$ cat config.mk
export PLATFORM = sky130hd
export DESIGN_NAME = sorted_array_min_queue
export DESIGN_NICKNAME = d
export VERILOG_FILES = /design/src/sampq_pkg.sv /design/src/sorted_array_min_queue.sv /design/src/sampq_ctrl.sv /design/src/sampq_datapath.sv
export SDC_FILE = /design/constraint.sdc
export NUM_CORES = 2
export LEC_CHECK = 0
export ABC_AREA = 0
export CAP_MARGIN = 20
export CORE_ASPECT_RATIO = 1.4
export CORE_MARGIN = 1
export CORE_UTILIZATION = 50
export DETAILED_ROUTE_END_ITERATION = 6
export DONT_BUFFER_PORTS = 1
export PLACE_DENSITY = 0.63
export SYNTH_ARGS = -nofsm -noshare
export SYNTH_HDL_FRONTEND = slang
export SYNTH_HIERARCHICAL = 1
export SYNTH_SLANG_ARGS = --single-unit
$ cat constraint.sdc
create_clock -name clk -period 5.5 [get_ports clk]
set_clock_uncertainty 0.2 [all_clocks]
set_input_delay 0.55 -clock clk [delete_from_list [all_inputs] [get_ports clk]]
set_output_delay 0.55 -clock clk [all_outputs]
set_load 0.1 [all_outputs]
$ cat src/sampq_pkg.sv
`timescale 1ns / 1ps

package sampq_pkg;

    // Default depth of the sorted store
    localparam int DEFAULT_CAPACITY = 16;

    // Field widths
    localparam int VALUE_W  = 32;
    localparam int COUNT_W  = 5;
    localparam int STATUS_W = 2;
    localparam int OUT_DATA_W = 72;

    // Operation codes
    localparam logic OP_INSERT  = 1'b0;
    localparam logic OP_EXTRACT = 1'b1;

    // Status codes
    localparam logic [STATUS_W-1:0] STATUS_OK    = 2'd0;
    localparam logic [STATUS_W-1:0] STATUS_EMPTY = 2'd1;
    localparam logic [STATUS_W-1:0] STATUS_FULL  = 2'd2;

    // Command from the controller to the datapath
    typedef struct packed {
        logic load;   // apply one beat this cycle
        logic op;     // operation of that beat
    } sq_cmd_t;

endpackage

$ cat src/sorted_array_min_queue.sv
`timescale 1ns / 1ps

// Min-priority queue of signed 32-bit values held in a sorted row of cells.
// Input channel s_*: one beat per operation. s_tuser carries the operation
// (0 insert s_tdata, 1 extract the minimum); s_tdata carries the value.
// Output channel m_*: exactly one beat per input beat, in order. m_tdata
// carries the extracted value, the minimum after the operation, the empty
// flag and the entry count; m_tuser carries the status (0 ok, 1 extract on
// an empty queue, 2 insert dropped because the queue is full).
// The result is registered and is valid in the cycle after the input beat is taken.
// Throughput: one operation per cycle while m_tready stays high; every cell
// compares and shifts in parallel, so the single output register sets the
// pace. While the receiver stalls, the result is held and s_tready drops
// until the output register is taken.
// Reset clears the entry count, so the queue starts empty; the store
// itself needs no clearing since only entries below the count are used.
module sorted_array_min_queue
#(
    parameter int CAPACITY = sampq_pkg::DEFAULT_CAPACITY
)
(
    input  logic         clk,
    input  logic         rst_n,
    input  logic         s_tvalid,
    output logic         s_tready,
    input  logic [31:0]  s_tdata,   // [31:0] item_value
    input  logic         s_tuser,   // [0] operation
    output logic         m_tvalid,
    input  logic         m_tready,
    output logic [71:0]  m_tdata,   // [31:0] taken_value, [63:32] least_value,
                                    // [64] queue_empty, [69:65] entry_count,
                                    // [71:70] zero
    output logic [1:0]   m_tuser    // [1:0] status
);

    sampq_pkg::sq_cmd_t cmd;
    logic signed [sampq_pkg::VALUE_W-1:0] taken_value;
    logic signed [sampq_pkg::VALUE_W-1:0] least_value;
    logic queue_empty;
    logic [sampq_pkg::COUNT_W-1:0] entry_count;
    logic [sampq_pkg::STATUS_W-1:0] status;

    sampq_ctrl u_ctrl
    (
        .clk       (clk),
        .rst_n     (rst_n),
        .in_valid  (s_tvalid),
        .in_op     (s_tuser),
        .in_ready  (s_tready),
        .out_valid (m_tvalid),
        .out_ready (m_tready),
        .cmd       (cmd)
    );

    sampq_datapath #(
        .CAPACITY (CAPACITY)
    ) u_datapath
    (
        .clk         (clk),
        .rst_n       (rst_n),
        .cmd         (cmd),
        .item_value  (s_tdata),
        .taken_value (taken_value),
        .least_value (least_value),
        .queue_empty (queue_empty),
        .entry_count (entry_count),
        .status      (status)
    );

    // Pack the result beat
    assign m_tdata = {2'b00, entry_count, queue_empty, least_value, taken_value};
    assign m_tuser = status;

endmodule

$ cat src/sampq_ctrl.sv
`timescale 1ns / 1ps

module sampq_ctrl
(
    input  logic              clk,
    input  logic              rst_n,
    input  logic              in_valid,
    input  logic              in_op,
    output logic              in_ready,
    output logic              out_valid,
    input  logic              out_ready,
    output sampq_pkg::sq_cmd_t cmd
);

    localparam logic ST_IDLE = 1'b0;
    localparam logic ST_HOLD = 1'b1;

    logic state_reg;
    logic state_next;
    logic accept;

    // Take a beat when the output register is free or is being emptied
    assign in_ready = (state_reg == ST_IDLE) || out_ready;
    assign accept   = in_valid && in_ready;
    assign out_valid = (state_reg == ST_HOLD);

    assign cmd.load = accept;
    assign cmd.op   = in_op;

    // Track whether a result waits in the output register
    always_comb
    begin
        state_next = state_reg;
        case (state_reg)
            ST_IDLE:
            begin
                if (accept)
                    state_next = ST_HOLD;
            end
            ST_HOLD:
            begin
                if (accept)
                    state_next = ST_HOLD;
                else if (out_ready)
                    state_next = ST_IDLE;
            end
            default:
                state_next = ST_IDLE;
        endcase
    end

    always_ff @(posedge clk or negedge rst_n)
    begin
        if (!rst_n)
            state_reg <= ST_IDLE;
        else
            state_reg <= state_next;
    end

    // A stalled result must not be overwritten
    a_no_overwrite: assert property (@(posedge clk) disable iff (!rst_n)
        (out_valid && !out_ready) |-> !cmd.load)
        else $error("beat accepted over a stalled result");

    // Every accepted beat leaves a result waiting
    a_load_gives_result: assert property (@(posedge clk) disable iff (!rst_n)
        cmd.load |=> out_valid)
        else $error("accepted beat gave no result");

    // A stalled result stays offered until taken
    a_hold_result: assert property (@(posedge clk) disable iff (!rst_n)
        (out_valid && !out_ready) |=> out_valid)
        else $error("stalled result withdrawn");

endmodule

$ cat src/sampq_datapath.sv
`timescale 1ns / 1ps

module sampq_datapath
#(
    parameter int CAPACITY = sampq_pkg::DEFAULT_CAPACITY
)
(
    input  logic                              clk,
    input  logic                              rst_n,
    input  sampq_pkg::sq_cmd_t                cmd,
    input  logic signed [sampq_pkg::VALUE_W-1:0] item_value,
    output logic signed [sampq_pkg::VALUE_W-1:0] taken_value,
    output logic signed [sampq_pkg::VALUE_W-1:0] least_value,
    output logic                              queue_empty,
    output logic [sampq_pkg::COUNT_W-1:0]     entry_count,
    output logic [sampq_pkg::STATUS_W-1:0]    status
);

    localparam int CNT_W = $clog2(CAPACITY + 1);
    localparam logic [CNT_W-1:0] CAP_CNT = CNT_W'(CAPACITY);

    logic signed [sampq_pkg::VALUE_W-1:0] store_reg  [CAPACITY];
    logic signed [sampq_pkg::VALUE_W-1:0] ins_next   [CAPACITY];
    logic signed [sampq_pkg::VALUE_W-1:0] ext_next   [CAPACITY];
    logic signed [sampq_pkg::VALUE_W-1:0] store_next [CAPACITY];
    logic [CAPACITY-1:0] le;
    logic [CNT_W-1:0] count_reg;
    logic [CNT_W-1:0] count_next;
    logic is_empty;
    logic is_full;
    logic do_insert;
    logic do_extract;
    logic [sampq_pkg::STATUS_W-1:0] status_next;

    assign is_empty   = (count_reg == '0);
    assign is_full    = (count_reg == CAP_CNT);
    assign do_insert  = cmd.load && (cmd.op == sampq_pkg::OP_INSERT) && !is_full;
    assign do_extract = cmd.load && (cmd.op == sampq_pkg::OP_EXTRACT) && !is_empty;

    // Each cell compares its entry with the new value and picks its next entry
    for (genvar i = 0; i < CAPACITY; i++)
    begin : g_cell
        assign le[i] = (CNT_W'(i) < count_reg) && (store_reg[i] <= item_value);

        // Insert: keep when at or before the new value, take it at the boundary,
        // otherwise shift up from the neighbour below
        if (i == 0)
        begin : g_first
            assign ins_next[i] = le[i] ? store_reg[i] : item_value;
        end
        else
        begin : g_rest
            assign ins_next[i] = le[i]     ? store_reg[i]   :
                                 le[i - 1] ? item_value     : store_reg[i - 1];
        end

        // Extract: shift down from the neighbour above
        if (i == CAPACITY - 1)
        begin : g_last
            assign ext_next[i] = store_reg[i];
        end
        else
        begin : g_inner
            assign ext_next[i] = store_reg[i + 1];
        end

        assign store_next[i] = do_insert  ? ins_next[i] :
                               do_extract ? ext_next[i] : store_reg[i];

        // Store entries carry no reset
        always_ff @(posedge clk)
        begin
            if (do_insert || do_extract)
                store_reg[i] <= store_next[i];
        end
    end

    // Work out the new count and status
    always_comb
    begin
        count_next  = count_reg;
        status_next = sampq_pkg::STATUS_OK;
        if (cmd.load)
        begin
            case (cmd.op)
                sampq_pkg::OP_INSERT:
                begin
                    if (is_full)
                        status_next = sampq_pkg::STATUS_FULL;
                    else
                        count_next = count_reg + 1'b1;
                end
                sampq_pkg::OP_EXTRACT:
                begin
                    if (is_empty)
                        status_next = sampq_pkg::STATUS_EMPTY;
                    else
                        count_next = count_reg - 1'b1;
                end
                default:
                    status_next = sampq_pkg::STATUS_OK;
            endcase
        end
    end

    always_ff @(posedge clk or negedge rst_n)
    begin
        if (!rst_n)
            count_reg <= '0;
        else
            count_reg <= count_next;
    end

    // Capture the result of each beat
    always_ff @(posedge clk)
    begin
        if (cmd.load)
        begin
            taken_value <= do_extract ? store_reg[0] : '0;
            least_value <= (count_next != '0) ? store_next[0] : '0;
            queue_empty <= (count_next == '0);
            entry_count <= sampq_pkg::COUNT_W'(count_next);
            status      <= status_next;
        end
    end

    // Count stays within the store
    a_count_range: assert property (@(posedge clk) disable iff (!rst_n)
        count_reg <= CAP_CNT)
        else $error("fill count beyond capacity");

    // An insert that fits grows the count by one
    a_insert_grows: assert property (@(posedge clk) disable iff (!rst_n)
        do_insert |=> count_reg == $past(count_reg) + 1'b1)
        else $error("insert did not grow the count");

    // A rejected extract reports the empty status
    a_empty_status: assert property (@(posedge clk) disable iff (!rst_n)
        (cmd.load && cmd.op == sampq_pkg::OP_EXTRACT && is_empty)
        |=> status == sampq_pkg::STATUS_EMPTY)
        else $error("extract on empty not flagged");

    // Valid entries stay in ascending order
    for (genvar i = 0; i < CAPACITY - 1; i++)
    begin : g_order_chk
        a_sorted: assert property (@(posedge clk) disable iff (!rst_n)
            (CNT_W'(i + 1) < count_reg) |-> (store_reg[i] <= store_reg[i + 1]))
            else $error("store out of order");
    end

endmodule

=== Yosys cells after proc, flatten, opt, wreduce, memory -nomap -nowiden ===
Memory sizes are Yosys's and may differ from the RTL's.
Cells that the tools add are included.

* Multiplexer cells: 75
* Reductions and logical operators: 28
* Magnitude comparators: 32
* Add/subtract/negate cells: 2
* Eq/ne operators: 1
* Bitwise logic cells: 2

{| class="wikitable"
|+ Operators with widths
! kind !! count
|-
| 2-to-1 mux 32 bit || 62
|-
| <= comparator 32 bit || 16
|-
| < comparator 4 x 5 -> 1 bit, first input constant || 8
|-
| logical AND 1 bit || 21
|-
| < comparator 3 x 5 -> 1 bit, first input constant || 4
|-
| 2-to-1 mux 5 bit || 3
|-
| zero test 5 bit || 2
|-
| < comparator 1 x 5 -> 1 bit, first input constant || 2
|-
| < comparator 2 x 5 -> 1 bit, first input constant || 2
|-
| case mux 5 bit (2 select lines) || 1
|-
| 2-to-1 mux 1 bit || 6
|-
| adder 5 x 1 -> 5 bit, second input constant || 1
|-
| == test 5 bit, second input constant || 1
|-
| nonzero test 5 bit || 1
|-
| subtractor 5 x 1 -> 5 bit, second input constant || 1
|-
| case mux 2 bit (2 select lines) || 1
|-
| zero test 1 bit || 2
|-
| logical OR 1 bit || 2
|-
| 2-to-1 mux 2 bit || 1
|-
| NOT 1 bit || 2
|-
| case mux 1 bit (2 select lines) || 1
|}

* Memory bits (writable): 512
* Input bits: 37
* Output and inout port bits: 76
* Word-level logic and storage cells: 148
* Bits in registers: 78
* Memories: 1

{| class="wikitable"
|+ Memory list
! name !! words !! bits a word !! rd ports !! clocked after memory_dff !! wr ports !! RTL line !! source
|-
| u_datapath.store_reg || 16 || 32 || 16 || 0 || 16 || sampq_datapath.sv:22 || <nowiki>logic signed [sampq_pkg::VALUE_W-1:0] store_reg [CAPACITY];</nowiki>
|}

=== Longest topological paths before layout ===
* Depth in word-level cells: 8
* Gate-level depth with buffers: 14
* Mapped depth without buffers: 11

=== Hierarchy ===
Netlist, hierarchy kept.

{| class="wikitable"
|+ Modules (own cells, without submodules)
! module !! instances !! area each (µm²) !! seq. area each (µm²) !! cells each
|-
| sampq_datapath || 1 || 40869.2 || 17661.9 || 4022
|-
| sampq_ctrl || 1 || 68.8 || 25.0 || 6
|-
| sorted_array_min_queue || 1 || 26.3 || 0.0 || 4
|}

=== Least setup slack after synthesis ===
OpenSTA, ideal clock, no wires.

* Path kind: in2reg
* From: input port s_tdata[21]
* To: memory u_datapath/store_reg[0][224] (netlist bit), enable pin
* Setup slack: -376 ps
* Cell stages on the path: 12
* Arrival time: 5210 ps
* Required time: 4834 ps
* Path buffers: 3
* Setup time: 466 ps
* Path through: clkbuf_1 -> clkbuf_1 -> inv_1 -> ha_1 -> nand4_1 -> nor2_1 -> and4_1 -> o22ai_1 -> a2bb2oi_1 -> a21oi_1 -> clkbuf_1 -> o21ai_0

{| class="wikitable"
|+ RTL lines
! item !! RTL line !! source
|-
| start, declared || sorted_array_min_queue.sv:26 || <nowiki>input logic [31:0] s_tdata,</nowiki>
|-
| end, declared || sampq_datapath.sv:22 ||
|}

==> metrics.csv <==
stage,metric,value,unit
run_status,failing checks,DRC,
worst_setup_path,CP most frequent cell,nand4_1,
worst_setup_path,Worst Path Arrival,4680,ps
pwr,Sw Share,0.392,
sta,final hold slack,19.2,ps
sta,Final TNS setup,0,ps
synthesis,Post-Synth XOR/XNOR Area,0.000214,
finish,synthesis-to-finish area growth,9.09,%
finish,Largest register FFs,512,
sta,worst slew pin tran,1220,ps
synthesis,Synth Register Bits,590,
clocking,CTS Buf Count,60,
global_route,total track usage,0.318,
pwr,Comb power frac,0.342,
pwr,pwr/cell area,390,nW/um2
sta,Max Clk Rate,222,MHz
synthesis,Post-Synth Simple-Gate Area,0.140,
finish,Finished Cell Area,44700,um2
sta,Final Hold Viols,0,
place,post-DP HPWL,95800,um
drt,vias per std cell,6.61,
finish,layout net count,4522,
pwr,clock power share,0.242,
clocking,clk_lat worst skew,660,ps
finish,"commonest non-fill, non-tap cells in the layout","edfxtp_1, ha_1, nand2_1",
sta,fin. max-slew vios,0,
synthesis,Main synth FF type,edfxtp_1,
drt,DR DRC count,2,
global_route,first-pass GRT wire length,203000,um
clocking,H-tree depth,2,
sta,RSZ-0062 raised after global routing,false,
synthesis,largest family of logic cells by synthesized area,compound AO/OA/AOI/OAI gates,
die,DIE AREA,83100,um2
clocking,"CTS clk-pin slew, worst paths",70,ps
pwr,sequential group share of total power,0.416,
drt,Antenna Nets Post-Route,0,
place,Post-DP Area,42300,um2
clocking,Root Driver,clkbuf_16,
worst_setup_path,Worst path max stage delay,1050,ps
worst_setup_path,r2r worst-path depth,9,
drt,routed wire length,135000,um
synthesis,post-synth top area cell,edfxtp_1,
die,Die H,341,um
worst_setup_path,slowest cell on the critical path,nor4_1,
worst_setup_path,WP data required,5670,ps
synthesis,Syn Std Cell Area,41000,um2
run_status,status,"complete, but fails checks",
pwr,Leak,0.0177,uW
run,Max Cap Viol,0,
drt,DR pass1 iterations,7,
worst_setup_path,startpoint types,flop,
global_route,antenna violations before repair,1,
die,# IOs,113,
worst_hold_path,worst min path class,input port to flop,
place,"worst slack, placed",539,ps
place,RePlAce Congestion,0.911,
die,initial core utilization,0.507,
synthesis,Cells after Synth,4032,
clocking,TritonCTS clock tree,done,
clocking,clk buf depth,3,
clocking,Clock Sinks,590,
sta,period utilisation layout,0.820,
drt,Detailed Route Iter0 Violations,3909,
sta,slew margin rel.,0.182,
synthesis,Yosys cell types,71,
pwr,Int Power,10600,uW
global_route,vias in the first global route,32537,
synthesis,proportion of synthesized area in mux cells,0.0472,
global_route,largest net degree at the start of global routing,192,
finish,"most common cell after layout, fill and taps aside",edfxtp_1,
sta,Final Setup Violations,0,
synthesis,Synth top area share,0.428,
synthesis,Adder-Cell Fraction of Synth Area,0.157,
die,Die Wd,244,um
die,FP Rows,123,
finish,share of cells above drive strength 1,0.0664,
sta,post-layout minimum cycle time,4510,ps
drt,total number of vias,33587,
drt,WL per Instance,26.5,um
synthesis,Post-synth ARST share,0.0102,
worst_setup_path,crit end category,flop,
synthesis,Post-synth EDFFs,584,
global_route,global route total overflow,0,
synthesis,synthesized area per cell,10.2,um2
pwr,Peak supply drop,0.000312,V
synthesis,Compound-Gate Fraction of Synth Area,0.185,
place,PortBufs,0,
worst_hold_path,Hold Crit Depth,2,
pwr,NetSw,6820,uW
worst_setup_path,critical path cell sequence,ha_1 -> nand4_1 -> nor4_1 -> nand4_1 -> a31oi_1 -> o221ai_4 -> buf_4 -> nand3_1 -> o221ai_1,
worst_setup_path,Setup CP Type,flop to flop,
finish,# fillers,7163,
sta,fin worst setup slack,990,ps
synthesis,sequential share of the synthesized area,0.432,
synthesis,Ys Warns,6,
synthesis,synth top area cells,"edfxtp_1, ha_1, nand2_1",
worst_setup_path,Crit Path Max Fanout,30,
die,Core Region,80800,um2
-- cell usage after synthesis, types with 86 or more instances --
library cell,count
edfxtp_1,584
ha_1,515
nand2_1,492
nand3_1,280
o21ai_0,248
clkbuf_1,244
a21oi_1,232
o211ai_1,213
mux2i_1,157
inv_1,121
nand4_1,111
and2_1,93
nor2_1,86
-- critical path: cells and delay by family (launching register included) --
| kind | cells | cell delay, ps |
|---|---|---|
| adders and majority gates | 1 | 480 |
| buffers and inverters | 1 | 350 |
| DFF | 1 | 440 |
| and+or+nand+nor | 4 | 1860 |
| AOI/OAI and AO/OA | 3 | 860 |
-- power by group through the flow --
stage          Clock (uW)  Sequential [uW]  Combinational (uW)
3_3_place_gp            0             7320                5650
2_1_floorplan           0             7020                4140
3_5_place_dp            0             7320                5760
5_1_grt              4390             7320                6500
4_1_cts              4260             7230                5860
6_report             4210             7260                5960
-- through the flow --
step / power (uW) / util / cells
2_1_floorplan: 11200 / - / 4033
3_3_place_gp: 13000 / 0.523 / 4927
3_5_place_dp: 13100 / 0.523 / 4927
4_1_cts: 17400 / 0.553 / 5080
5_1_grt: 18200 / 0.553 / 5082
6_report: 17400 / 0.553 / 5084
-- what timing repair did --
item                      CTS  global route
hold buffers               41             0
setup buffers               0             0
hold endpoints to repair  282             0
resized for setup           0             0
-- path summary, 6_finish.rpt --
kind,from,endpoint,slack (ps)
min in group asynchronous,rst_n,u_datapath/count_reg[3]$_DFF_PN0_,550
setup / recovery,u_datapath/store_reg[1][159]$_DFFE_PP_,u_datapath/store_reg[1][160]$_DFFE_PP_,990
hold / removal,s_tdata[21],u_datapath/store_reg[1][149]$_DFFE_PP_,20
setup reg to reg,u_datapath/store_reg[1][159]$_DFFE_PP_,u_datapath/store_reg[1][160]$_DFFE_PP_,990
hold reg to reg,u_datapath/store_reg[1][229]$_DFFE_PP_,u_datapath/store_reg[1][197]$_DFFE_PP_,390
max in group asynchronous,rst_n,u_datapath/count_reg[0]$_DFF_PN0_,4340
-- cell families (layout without fill, tap and decap cells) --
logic type | Yosys count | after routing
compound gates | 1135 | 1135
xor+xnor | 1 | 1
fa+ha+maj | 515 | 515
buf+inv | 402 | 389
flops | 590 | 590
mux | 189 | 189
other cells | 1 | 4
simple gates | 1199 | 1199
-- final cells by class --
class                           count  area [um2]  share of cell area
Tap cell                         1062        1330              0.0297
Sequential cell                   590       17700               0.396
Clock inverter                     37         325             0.00728
Clock buffer                       75        1610              0.0360
Timing Repair Buffer              155        1390              0.0312
Antenna cell                        2        5.00            0.000112
Multi-Input combinational cell   3041       21900               0.490
Inverter                          122         459              0.0103
-- layer usage --
| layer | wire, um | vias to the layer above | part of all wire | track usage |
|---|---|---|---|---|
| met4 | 7630 | 0 | 0.057 | 0.165 |
| met2 | 64000 | 1555 | 0.48 | 0.530 |
| met3 | 9250 | 293 | 0.069 | 0.0335 |
| met1 | 53700 | 16194 | 0.40 | 0.407 |
| li1 | - | 15545 | - | - |
| met5 | 0 | - | 0 | 0 |
Power figures use the tool's default switching activity.
